**config.mk**
```make
export PLATFORM = sky130hd
export DESIGN_NAME = tpd_front
export DESIGN_NICKNAME = d
export VERILOG_FILES = /design/src/sv/tpd_pkg.sv /design/src/sv/tpd_front.sv
export SDC_FILE = /design/constraint.sdc
export NUM_CORES = 2
export LEC_CHECK = 0
export CAP_MARGIN = 15
export CORE_UTILIZATION = 45
export CTS_BUF_LIST = sky130_fd_sc_hd__clkbuf_16
export CTS_CLUSTER_SIZE = 30
export DETAILED_ROUTE_END_ITERATION = 10
export DONT_BUFFER_PORTS = 1
export HOLD_SLACK_MARGIN = 0.1
export PLACE_DENSITY = 0.64
export SLEW_MARGIN = 20
export SYNTH_ARGS = -nofsm -noshare
export SYNTH_HDL_FRONTEND = slang
export SYNTH_SLANG_ARGS = --single-unit
```
**constraint.sdc**
```tcl
create_clock -name clk -period 7.8 [get_ports clk]
set_input_delay 1.56 -clock clk [delete_from_list [all_inputs] [get_ports clk]]
set_output_delay 1.56 -clock clk [all_outputs]
set_load 0.01 [all_outputs]
```
**src/sv/tpd_pkg.sv**
```systemverilog
// tpd_pkg: shared widths, mode codes and the root-cell transaction type
// for the tsplib pair distance block; no dependencies
`default_nettype none

package tpd_pkg;

  // default fraction bits of the coordinates
  localparam int FRAC_BITS_DEF = 8;

  // fixed field widths
  localparam int COORD_W = 31;
  localparam int DIFF_W  = COORD_W + 1;
  localparam int SQ_W    = 2 * COORD_W;
  localparam int SUM_W   = SQ_W + 1;
  localparam int N_W     = SUM_W + 2;
  localparam int ROOT_W  = 33;
  localparam int K_W     = 4;
  localparam int KV_W    = ROOT_W + K_W;
  localparam int TRIAL_W = KV_W + ROOT_W + 2;
  localparam int DIST_W  = 24;
  localparam int FIN_W   = ROOT_W + 2;

  // scale of the pseudo-euclidean rule
  localparam int ATT_SCALE = 10;

  // distance rules, the last code is unused and gives zero
  typedef enum logic [1:0] {
    MODE_EUC    = 2'd0,
    MODE_ATT    = 2'd1,
    MODE_CEIL   = 2'd2,
    MODE_UNUSED = 2'd3
  } mode_t;

  // partial root state handed from cell to cell
  typedef struct packed {
    logic [N_W-1:0]    rem;
    logic [KV_W-1:0]   kv;
    logic [ROOT_W-1:0] root;
  } root_item_t;

endpackage

`default_nettype wire

```
**src/sv/tpd_front.sv**
```systemverilog
// tpd_front: coordinate differences, absolute values, squares and the
// radicand for the root chain; depends on tpd_pkg
`default_nettype none

module tpd_front import tpd_pkg::*; (
  input  wire logic                      clk,
  input  wire logic                      rst,
  input  wire logic                      adv,
  input  wire logic                      euc,
  input  wire logic                      in_valid,
  input  wire logic signed [COORD_W-1:0] ax,
  input  wire logic signed [COORD_W-1:0] ay,
  input  wire logic signed [COORD_W-1:0] bx,
  input  wire logic signed [COORD_W-1:0] by,
  output logic                           out_valid,
  output logic [N_W-1:0]                 out_n
);

  logic signed [DIFF_W-1:0] diff_x, diff_y;
  logic [DIFF_W-1:0]        neg_x, neg_y;
  logic [COORD_W-1:0]       abs_x, abs_y;
  logic [SQ_W-1:0]          sq_x, sq_y;
  logic                     diff_valid, abs_valid, sq_valid;
  logic [SUM_W-1:0]         sum_sq;
  logic [N_W-1:0]           n_next;

  // magnitude of each difference, fits the coordinate width
  assign neg_x = -diff_x;
  assign neg_y = -diff_y;

  // squared distance, scaled by four for the rounded rule
  assign sum_sq = SUM_W'(sq_x) + SUM_W'(sq_y);
  assign n_next = euc ? {sum_sq, 2'b00} : {2'b00, sum_sq};

  // valid bits of the four stages
  always_ff @(posedge clk) begin
    if (rst) begin
      diff_valid <= 1'b0;
      abs_valid  <= 1'b0;
      sq_valid   <= 1'b0;
      out_valid  <= 1'b0;
    end else if (adv) begin
      diff_valid <= in_valid;
      abs_valid  <= diff_valid;
      sq_valid   <= abs_valid;
      out_valid  <= sq_valid;
    end
  end

  // payload of the four stages
  always_ff @(posedge clk) begin
    if (adv) begin
      diff_x <= DIFF_W'(ax) - DIFF_W'(bx);
      diff_y <= DIFF_W'(ay) - DIFF_W'(by);
      abs_x  <= diff_x[DIFF_W-1] ? neg_x[COORD_W-1:0] : diff_x[COORD_W-1:0];
      abs_y  <= diff_y[DIFF_W-1] ? neg_y[COORD_W-1:0] : diff_y[COORD_W-1:0];
      sq_x   <= SQ_W'(abs_x) * SQ_W'(abs_x);
      sq_y   <= SQ_W'(abs_y) * SQ_W'(abs_y);
      out_n  <= n_next;
    end
  end

endmodule

`default_nettype wire

```
==> flow_summary.yaml <==
outcome:
  status: "finished, violations left"
  violations: "setup timing"
die:
  pin_count: 195
  row_count: 146
  core-area_mm2: 0.159
  die_area_mm2: 0.163
  die_h_um: 403
  die_w_um: 403
  start_util_pct: 45.6
clock_tree:
  cts_max_level: 2
  root_buffer: "clkbuf_16"
  cts_buffers: 42
  cts_hold_buf: 0
  cts_buffer_depth: 3
  path_clk_slew_ns: 0.06
  clock_sinks: 317
  clock_latency_ns: 0.65
  cts_tree: "yes"
worst_setup_path:
  reg2reg_depth: 25
  reg2reg_to: "sq_x[59]"
  crit_path_start_kind: "flop"
  crit_fanout: 5
  path_class: "flop to flop"
  r2r_start: "abs_x[10]"
  rrSetupSlack_ns: -0.06
  critical_path_arrival_ns: 8.21
  setup.worst_path.end_class: "flop"
  required_ns: 8.16
sta:
  finalMaxSlewViolations: 0
  rsz0062_at_grt: "true"
  worst_pin_slew_ns: 1.10
  skew_ns: 0.0627
  maxSlewHeadroom_pct: 26.5
  layout_min_cycle_time_ns: 7.86
  setup_ws_ns: -0.0554
  setup_violations: 2
  post-route-period-util_pct: 101
  hold_viol_final: 0
  max_freq_ghz: 0.127
min_path:
  whs_path_depth: 2
  worstHoldStart: "diff_valid"
  hold_path_end: "abs_valid"
  min_path_type: "flop to flop"
yosys:
  ys.warnings.count: 0
  syn_avg_cell_area_um2: 9.66
  synth_area_mm2: 0.0725
  synth_ff_type: "edfxtp_1"
  ys_async_sr_fraction_pct: 0
  ys_seq_area_share_pct: 13.1
  ys_seq_elements: 317
  synth_edf_count: 313
  synth.top_cells.by_area: "fa_1, edfxtp_1, ha_1"
  synth_area_leader_cell: "fa_1"
  syn_inst: 7509
  synth_fp_nets: 9798
  synth_top_area_share_pct: 41.3
  yosysUniqueCellTypes: 77
final_layout:
  fin_area_mm2: 0.0812
  area_growth_pct: 12.0
  drive_gt1_share_pct: 11.0
  nets: 10100
detailed_routing:
  ant_nets: 0
  drt-initial-drc-count: 2779
  viasPerCell: 5.14
  drc: 0
  vias: 51300
  totalWireLength_mm: 175
  wire_per_inst_um: 17.5
  firstDrtPassIters: 6
grt:
  grt_antenna_before_repair: 7
  grt_pass1_wl_mm: 287
  grt_pass1_vias: 55700
  grt_max_degree: 318
  overflow: 0
  grt_use_total_pct: 22.1
place:
  gp_congestion: 0.891
  portBuffers: 0
  place_area_mm2: 0.0783
  dp_hpwl_mm: 148
flow_run:
  cap_violations: 0
-- synthesized netlist by cell type, drive strengths merged, types with 15 or more instances --
cell type,number
a21o,141
o21a,27
or3,22
and3,20
edfxtp,313
o31ai,34
mux2,32
or2,15
xnor2,228
nand2,696
a31oi,24
fa,1498
a21oi,275
inv,1921
o21bai,32
and2,378
nor3,37
a31o,17
nor2b,43
o211ai,16
o21ai,172
nor2,224
xor2,99
a211oi,26
clkbuf,271
nand4,57
ha,662
nand2b,23
nand3,42
-- cell families after synthesis --
logic type | count (synthesis) | share of synthesized area [%]
AO/OA/AOI/OAI | 864 | 7.61
XOR/XNOR | 327 | 3.95
adder cells (fa/ha/maj) | 2160 | 52.8
buffers and inverters | 2207 | 11.4
flip-flops | 317 | 13.1
multiplexers | 42 | 0.635
AND/OR/NAND/NOR | 1592 | 10.6
-- routing by layer --
metal	GRT usage [%]	up-vias	part of all wire, %
met3	2.61	259	5.4
met5	0	-	0
met2	37.9	1199	50
met1	29.6	26300	42
met4	5.72	0	2.6
li1	-	23600	-
-- critical path, cell delays in order (launching register included) --
cell,delay [ns]
edfxtp_1,0.41
buf_4,0.16
buf_12,0.13
and2_1,0.16
fa_1,0.50
inv_1,0.08
fa_1,0.53
inv_1,0.05
fa_1,0.51
fa_1,0.58
fa_1,0.43
fa_1,0.51
fa_1,0.45
fa_1,0.54
ha_4,0.22
a21oi_2,0.20
o21bai_1,0.12
a211o_1,0.28
a221o_1,0.38
a31o_4,0.26
a211oi_4,0.30
o221ai_2,0.15
a21oi_2,0.18
o31a_1,0.17
o21ai_0,0.11
xor2_1,0.17
-- cell type report --
cell class              instances  area [µm²]
clock buffers                  43        1080
diodes                          4        10.0
well taps                    2146        2690
inverters                    1922        7220
fillers                     14400       77900
repair buffers                522        4650
multi-input cells            4985       55700
flip-flops and latches        317        9480
clock inverters                33         394
-- how the worst max path moves through the flow --
stage | from | end | slack [ns] | cells after the start
after floorplan | abs_x[14] | sq_x[59] | 0.001 | 27
after global placement | abs_y[6] | sq_y[57] | -0.16 | 25
after detailed placement | abs_x[6] | sq_x[59] | -0.23 | 28
after CTS | abs_x[12] | sq_x[59] | -0.02 | 29
after global routing | abs_x[9] | sq_x[61] | -0.23 | 24
final | abs_x[10] | sq_x[59] | -0.06 | 25
-- registers in the layout (all words and copies together), names as in the netlist, 31 cells and up --
register / count
abs_y: 31
abs_x: 31
sq_y: 61
out_n: 65
sq_x: 61
diff_x: 32
diff_y: 32
-- stage by stage --
| stage | hold WS, ns | utilization, % | std cells | setup WS, ns | TNS, ns |
|---|---|---|---|---|---|
| after floorplan | 0.460 | - | 7509 | 0.00114 | 0 |
| after global placement | 0.477 | 49.2 | 9859 | -0.155 | -0.879 |
| after detailed placement | 0.487 | 49.2 | 9859 | -0.233 | -1.62 |
| after CTS | 0.494 | 50.2 | 9937 | -0.0188 | -0.0188 |
| after global routing | 0.542 | 51.0 | 9969 | -0.234 | -1.26 |
| final | 0.483 | 51.0 | 9972 | -0.0554 | -0.0685 |
-- timing repair --
item | CTS | global route
setup buffers | 1 | 28
hold endpoints to repair | 0 | 0
endpoints found under the setup margin | 18 | 33
pin swaps | 12 | 92
gates cloned | 1 | 3
gates resized for setup | 30 | 242
-- placed cells by master (no fill, tap or decap), types with 16 or more instances in the layout --
| master | Yosys | layout |
|---|---|---|
| inv_1 | 1921 | 1916 |
| a21o_1 | 141 | 141 |
| o211ai_1 | 16 | 16 |
| xnor2_1 | 228 | 228 |
| and3_1 | 20 | 20 |
| a211oi_1 | 26 | 19 |
| a21oi_2 | 0 | 21 |
| nand2_1 | 696 | 683 |
| ha_4 | 0 | 16 |
| buf_12 | 0 | 42 |
| buf_4 | 0 | 444 |
| o21bai_1 | 32 | 31 |
| and2_1 | 377 | 365 |
| a21oi_1 | 275 | 248 |
| nor2_1 | 224 | 210 |
| nand3_1 | 41 | 40 |
| nor2b_1 | 43 | 42 |
| mux2_2 | 32 | 32 |
| a31oi_1 | 24 | 21 |
| o31ai_1 | 33 | 30 |
| xor2_1 | 99 | 99 |
| o21a_1 | 27 | 27 |
| nor3_1 | 36 | 35 |
| or3_1 | 19 | 17 |
| buf_6 | 0 | 30 |
| nand2b_1 | 23 | 23 |
| a31o_2 | 17 | 16 |
| fa_1 | 1498 | 1455 |
| edfxtp_1 | 313 | 313 |
| ha_1 | 662 | 640 |
| clkbuf_16 | 0 | 46 |
| fa_2 | 0 | 43 |
| o21ai_0 | 171 | 148 |
| nand4_1 | 57 | 57 |
Power is left out: the tool's default activity adds up to more than one toggle a clock period on the data nets, which glitch-free logic cannot reach.
