--- src/sv/tpd_pkg.sv ---
// tpd_pkg: shared widths, mode codes and the root-cell transaction type
// for the tsplib pair distance block; no dependencies
`default_nettype none

package tpd_pkg;

  // default fraction bits of the coordinates
  localparam int FRAC_BITS_DEF = 8;

  // fixed field widths
  localparam int COORD_W = 31;
  localparam int DIFF_W  = COORD_W + 1;
  localparam int SQ_W    = 2 * COORD_W;
  localparam int SUM_W   = SQ_W + 1;
  localparam int N_W     = SUM_W + 2;
  localparam int ROOT_W  = 33;
  localparam int K_W     = 4;
  localparam int KV_W    = ROOT_W + K_W;
  localparam int TRIAL_W = KV_W + ROOT_W + 2;
  localparam int DIST_W  = 24;
  localparam int FIN_W   = ROOT_W + 2;

  // scale of the pseudo-euclidean rule
  localparam int ATT_SCALE = 10;

  // distance rules, the last code is unused and gives zero
  typedef enum logic [1:0] {
    MODE_EUC    = 2'd0,
    MODE_ATT    = 2'd1,
    MODE_CEIL   = 2'd2,
    MODE_UNUSED = 2'd3
  } mode_t;

  // partial root state handed from cell to cell
  typedef struct packed {
    logic [N_W-1:0]    rem;
    logic [KV_W-1:0]   kv;
    logic [ROOT_W-1:0] root;
  } root_item_t;

endpackage

`default_nettype wire

--- src/sv/tpd_cell.sv ---
// tpd_cell: one digit of the scaled integer square root, deciding root
// bit BIT of the largest v with k*v*v <= n; depends on tpd_pkg
`default_nettype none

module tpd_cell import tpd_pkg::*; #(
  parameter int BIT = 0
) (
  input  wire logic       clk,
  input  wire logic       rst,
  input  wire logic       adv,
  input  wire logic       att,
  input  wire logic       in_valid,
  input  wire root_item_t in_item,
  output logic            out_valid,
  output root_item_t      out_item
);

  logic [K_W-1:0]     k;
  logic [TRIAL_W-1:0] trial, rem_ext;
  logic               fits;

  // k*((v + 2^BIT)^2 - v^2) = (k*v << (BIT+1)) + (k << 2*BIT)
  assign k       = att ? K_W'(ATT_SCALE) : K_W'(1);
  assign trial   = (TRIAL_W'(in_item.kv) << (BIT + 1)) + (TRIAL_W'(k) << (2 * BIT));
  assign rem_ext = TRIAL_W'(in_item.rem);
  assign fits    = rem_ext >= trial;

  // valid bit
  always_ff @(posedge clk) begin
    if (rst) begin
      out_valid <= 1'b0;
    end else if (adv) begin
      out_valid <= in_valid;
    end
  end

  // keep the bit when the trial fits under the remainder
  always_ff @(posedge clk) begin
    if (adv) begin
      if (fits) begin
        out_item.rem  <= in_item.rem - trial[N_W-1:0];
        out_item.kv   <= in_item.kv + (KV_W'(k) << BIT);
        out_item.root <= in_item.root | (ROOT_W'(1) << BIT);
      end else begin
        out_item <= in_item;
      end
    end
  end

  // the scaled root always tracks the root
  a_kv_tracks_root: assert property (@(posedge clk) disable iff (rst)
    out_valid |-> (out_item.kv == KV_W'(out_item.root) * KV_W'(k)))
    else $error("tpd_cell: scaled root out of step with root");

endmodule

`default_nettype wire

--- config.mk ---
export PLATFORM = sky130hd
export DESIGN_NAME = tpd_cell
export DESIGN_NICKNAME = d
export VERILOG_FILES = /design/src/sv/tpd_pkg.sv /design/src/sv/tpd_cell.sv
export SDC_FILE = /design/constraint.sdc
export NUM_CORES = 1
export LEC_CHECK = 0
export BUFFER_PORTS_ARGS = -buffer_cell sky130_fd_sc_hd__clkbuf_2
export CORE_MARGIN = 5
export CORE_UTILIZATION = 25
export DETAILED_ROUTE_END_ITERATION = 7
export GPL_TIMING_DRIVEN = 0
export SYNTH_ARGS = -nofsm -noshare
export SYNTH_HDL_FRONTEND = slang
export SYNTH_SLANG_ARGS = --single-unit
--- constraint.sdc ---
create_clock -name clk -period 12 [get_ports clk]
set_input_delay 2.4 -clock clk [delete_from_list [all_inputs] [get_ports clk]]
set_output_delay 2.4 -clock clk [all_outputs]
set_load 0.03 [all_outputs]
==> results of run 1 <==
[power breakdown]
part / internal, W / total, W / switching (W)
sequential: 0.000587 / 0.000602 / 0.0000151
combinational: 0.000133 / 0.000414 / 0.000281
clock: 0.000285 / 0.000515 / 0.000230
total: 0.00101 / 0.00153 / 0.000526
[metal layers]
metal / up-vias / share of wire [%] / GRT usage [%]
met5: - / 0.15 / 0
met4: 6 / 2.8 / 5.71
met3: 48 / 6.9 / 4.08
met2: 245 / 47 / 25.5
met1: 3793 / 43 / 20.1
li1: 3923 / - / -
[state kept, by name, indices dropped and copies added (netlist names)]
| name | count |
|---|---|
| out_item | 135 |
| out_valid | 1 |
[final cells by class]
class / instances / area (sq um) / share of cell area [%]
Buffer: 37 / 166 / 1.44
Clock inverter: 15 / 129 / 1.12
Tap cell: 461 / 577 / 5.01
Multi-Input combinational cell: 720 / 4730 / 41.1
Sequential cell: 136 / 4070 / 35.4
Timing Repair Buffer: 266 / 1360 / 11.8
Inverter: 15 / 56.3 / 0.489
Clock buffer: 17 / 425 / 3.69
[through the flow]
step / cells / total power, W / setup slack [ns]
floorplan: 908 / 0.000881 / 5.06
global placement: 1634 / 0.00103 / 3.55
detailed placement: 1635 / 0.00103 / 3.40
CTS: 1667 / 0.00156 / 3.87
global route: 1667 / 0.00161 / 3.61
finish: 1667 / 0.00153 / 3.98
[cells in the final DEF (no fill, tap or decap), drive strengths merged, types with 17 or more instances in the layout]
cell type  count
o21ai         27
xor2          58
buf           18
xnor2         71
a21oi         74
nor3          32
edfxtp       135
clkbuf       302
nor4          17
ha            45
nand2         93
nand4         36
nand3         29
inv           17
nor2          99
[critical path, stage by stage]
cell	delay, ns
clkbuf_2	0.15
ha_1	0.19
ha_1	0.18
a21oi_1	0.11
nor3b_1	0.33
and3_1	0.28
nand2b_1	0.14
or2_2	0.32
clkbuf_1	0.20
nor2b_1	0.47
nand2_1	0.13
xor2_1	0.22
ha_1	0.26
clkbuf_1	0.21
and4_1	0.24
and2_1	0.24
and2_1	0.20
o21a_1	0.22
or3_1	0.51
o21ai_1	0.85
nor2_1	0.13
xor2_1	0.18
[logic make-up after synthesis]
kind of cell               count (synthesis)  share of synthesized area (%)
and+or+nand+nor                          361                           19.5
adders and majority gates                 47                           6.68
xor gates and xnor gates                 129                           12.5
DFF                                      136                           45.1
muxes                                      3                          0.360
AOI/OAI and AO/OA                        180                           13.4
buffers and inverters                     52                           2.47
[final timing paths]
path	to	cells after the start
worst max-delay path	out_item[68]	22
worst min-delay path	out_valid	2
worst max register to register	out_valid	2
worst min register to register	out_valid	2
==> impl_metrics.ini, run 1 <==
[run_status]
outcome = complete, no violations

[logic_synthesis]
synth_edf_count = 135
synth_common_cells = edfxtp_1 (135), nor2_1 (99), nand2_1 (93), a21oi_1 (73), xnor2_1 (71)
synth_most_common_cell = edfxtp_1
synthTopCellsByArea = edfxtp_1 (45%), xnor2_1 (6.9%), ha_1 (6.2%)
yosysWarningCount = 0
synth_area_sq_um = 9030
ys_seq_elements = 136
async_flop_share_pct = 0
synth.distinct_cells = 72
yosys.area.top_type = edfxtp_1
synth_nets = 1095
synthFlopType = edfxtp_1
synth_top_area_share_pct = 44.9
syn_inst = 908
synth-seq-area-share_pct = 45.1
syn_area_per_cell_sq_um = 9.94

[timing]
slew_violations = 0
hold_viol = 0
post-route-min-period_ns = 8.02
rsz0062_at_grt = false
setup_viol = 0
worst_pin_slew_ns = 1.31
hold-worst-slack_ns = 0.498
clock_skew_ns = 0
fin_tns_setup_ns = 0
maxSlewHeadroom_pct = 12.1
fmax_mhz = 125
fin_crit_sh_pct = 66.8

[power_and_ir_drop]
power_density_nw_per_um2 = 133
power.leakage_nw = 4.56
vdd_ir_drop_max_mv = 0.0982

[clock_tree]
post-cts-setup-buffer-count = 0
ctsHoldBuffers = 0
cts_buffers = 17
cts_resized = 0
clockRootBuffer = clkbuf_16
cts.sinks = 136
clkLatencyLatePin_ns = 0.44
path_clk_slew_ns = 0.06
cts_max_path_buffers = 2
cts_tree = done
htreeDepth = 4

[min_path]
hold_path.class = reg -> reg
worstHoldStart = out_valid

[routing]
drcViolationCount = 0
vias_per_cell = 4.81
drtPass1Iterations = 7
drt-wirelength-per-cell_microns = 19.2
ant_nets = 0
via_count = 8015
drt_iter0_drc = 413
routed_wl_microns = 32000

[global_routing]
grt_pass1_vias = 7947
grt_usage_pct = 15.6
grt_max_degree = 81
grt_first_pass_wirelength_microns = 47000
grt.overflow.total = 0
antenna_found_initial = 3

[floorplan]
die-area_sq_um = 40000
die_height_microns = 200
ios = 276
start_util_pct = 25.3
core_area_sq_um = 35700
die_w_microns = 200
row_count = 69

[layout]
antennaDiodeCount = 0
final_area_sq_um = 11500
nFillCells = 3728
area_delta_synth_final_pct = 27.6
drive_gt1_share_pct = 28.0
final_util_pct = 32.3
nNetsFinal = 1380

[worst_setup_path]
crit_type = in -> reg
arrival_ns = 8.21
regToRegStartpoint = out_valid
critPathRequiredTime_ns = 12.19
endpoint_kind = flop
startpoint = att
crit_fanout = 9
crit_path_start_kind = input port
reg2reg_slack_ns = 11.42

[placed_design]
dpl_cell_area_sq_um = 11000
hpwl_microns = 25500
place_congestion = 0.884
port_buffers = 265

[job]
cap_violations = 0
(Power assumes the default switching activity.)
==> inputs of run 2 (changes only) <==
==> constraint.sdc (replaced) <==
create_clock -name clk -period 7.3 [get_ports clk]
set_input_delay 1.46 -clock clk [delete_from_list [all_inputs] [get_ports clk]]
set_output_delay 1.46 -clock clk [all_outputs]
set_load 0.03 [all_outputs]
==> run 2 against run 1 <==
Combinational power is 64% higher; first-iteration DRC count is 1.2% higher; sequential share of layout area hardly changed; hold slack stayed put; global-route usage stayed put; flip-flop and latch count stayed put; worst setup slack worse by 3.4 ns; non-clock buffer count stayed put; via count is 0.31% lower; critical path depth is 2 higher; critical path type unchanged; critical endpoint is now out_item[91]; highest routed layer unchanged.
==> impl_metrics.ini, run 2 (synthesis results as in run 1) <==
[run_status]
outcome = complete, no violations

[worst_setup_path]
cp_common_cell = ha_1
crit_fanout = 10
critPathRequiredTime_ns = 7.52
endpoint_kind = flop
crit_type = in -> reg
arrival_ns = 6.96
critPathTopFamily = simple AND/OR/NAND/NOR gates
crit_path_start_kind = input port
reg2reg_slack_ns = 6.72
crit_chain = clkbuf_2 -> ha_1 -> ha_1 -> a21oi_1 -> nor3b_1 -> and3_1 -> nand2b_1 -> or2_2 -> clkbuf_1 -> nor2b_2 -> nand2_1 -> xor2_1 -> ha_1 -> clkbuf_1 -> and4_1 -> and2_1 -> and2_1 -> o21a_1 -> or3_1 -> nor2_1 -> buf_4 -> buf_2 -> nand2_1 -> o31ai_1
critPathMaxStageDelay_ns = 0.52
critPathBufInv = 5
slowest_stage = or3_1

[layout]
largest_register_ffs = 135
nNetsFinal = 1380
final_area_sq_um = 11500
nFillCells = 3728
final_util_pct = 32.3
stdcell_count = 1667
antennaDiodeCount = 0
drive_gt1_share_pct = 28.2
area_delta_synth_final_pct = 27.7
reg_top3 = out_item (135), out_valid (1)
final_cell_mix = clkbuf_2 (264), edfxtp_1 (135), nor2_1 (99), nand2_1 (93), a21oi_1 (73)
final_common_cell = clkbuf_2
regMostFlops = out_item

[clock_tree]
clockRootBuffer = clkbuf_16
clkLatencyLatePin_ns = 0.44
cts_buffers = 17
htreeDepth = 4
cts_tree = done
ctsHoldBuffers = 0
post-cts-setup-buffer-count = 0
cts.sinks = 136
cts_max_path_buffers = 2
path_clk_slew_ns = 0.07

[floorplan]
ios = 276
start_util_pct = 25.3
die-area_sq_um = 40000
die_w_microns = 200
core_area_sq_um = 35700
die_height_microns = 200
row_count = 69

[timing]
fin_tns_setup_ns = 0
setup_viol = 0
maxSlewHeadroom_pct = 10.8
fmax_mhz = 148
post-route-min-period_ns = 6.74
hold_viol = 0
clock_skew_ns = 0
rsz0062_at_grt = false
fin_crit_sh_pct = 92.3
slew_violations = 0
worst_pin_slew_ns = 1.33
hold-worst-slack_ns = 0.498

[placed_design]
port_buffers = 265
placedCellCount = 1635
dpl_cell_area_sq_um = 11000
hpwl_microns = 25500
place_congestion = 0.884

[global_routing]
grt_first_pass_wirelength_microns = 47000
grt.overflow.total = 0
antenna_found_initial = 3
grt_usage_pct = 15.6
grt_pass1_vias = 7947
grt_max_degree = 81

[power_and_ir_drop]
vdd_ir_drop_max_mv = 0.162
p_switching_w = 0.000864
power_density_nw_per_um2 = 218
sw_frac_of_total_pct = 34.3
p_seq_share_pct = 39.4
p_clk_share_pct = 33.6
combPwrFrac_pct = 27.0
power.leakage_nw = 4.56
power.internal_w = 0.00165

[routing]
vias_per_cell = 4.79
drcViolationCount = 0
drt_iter0_drc = 418
drtPass1Iterations = 5
drt-wirelength-per-cell_microns = 19.2
routed_wl_microns = 32000
ant_nets = 0
via_count = 7990

[min_path]
hold_path.class = reg -> reg

[job]
cap_violations = 0
## run 2: cell count changes in the layout (fill, tap and decap cells not counted)
cell | before | now
nor2b_1 | 9 | 8
nor2b_2 | 0 | 1
o21ai_1 | 3 | 2
o21ai_2 | 1 | 2
## run 2: what timing repair did
item / in CTS / in global routing
endpoints found under the hold margin: 0 / 0
endpoints found under the setup margin: 0 / 10
resized for setup: 0 / 2
## run 2: tightest hold or removal path, stage by stage, from the launching register on
cell	delay, ns
dfxtp_1	0.33
mux2i_1	0.06
nor2_1	0.07
## run 2: path summary, 6_finish.rpt
| path | from | endpoint | cells past startpoint |
|---|---|---|---|
| min reg2reg | out_valid | out_valid | 2 |
| max reg2reg | out_valid | out_valid | 2 |
| max | att | out_item[91] | 24 |
| min | out_valid | out_valid | 2 |
## run 2: power groups by stage
stage,clock network (W),logic [W],registers [W]
after global routing,0.000908,0.000739,0.000998
after floorplan,0,0.000268,0.00118
final,0.000846,0.000680,0.000990
after global placement,0,0.000678,0.00101
after detailed placement,0,0.000683,0.00101
after CTS,0.000881,0.000687,0.000992
## run 2: cell type report
class                   count  area (sq um)  share of cell area, %
well taps                 461           577                   5.00
flip-flops and latches    136          4070                   35.3
clock buffers              17           425                   3.69
inverters                  15          56.3                  0.488
clock inverters            15           129                   1.12
plain buffers              37           166                   1.44
multi-input cells         720          4740                   41.1
repair buffers            266          1360                   11.8
## run 2: per-layer routing
metal,routed length (microns),vias to the layer above,track usage (%)
li1,-,3925,-
met1,13800,3767,20.1
met2,15000,244,25.5
met3,2140,48,4.08
met4,898,6,5.71
met5,47,-,0
## run 2: through the flow
stage	setup slack, ns	power, W
global placement	-0.209	0.00169
global route	0.116	0.00265
floorplan	1.30	0.00145
CTS	0.106	0.00256
detailed placement	-0.358	0.00169
finish	0.563	0.00252
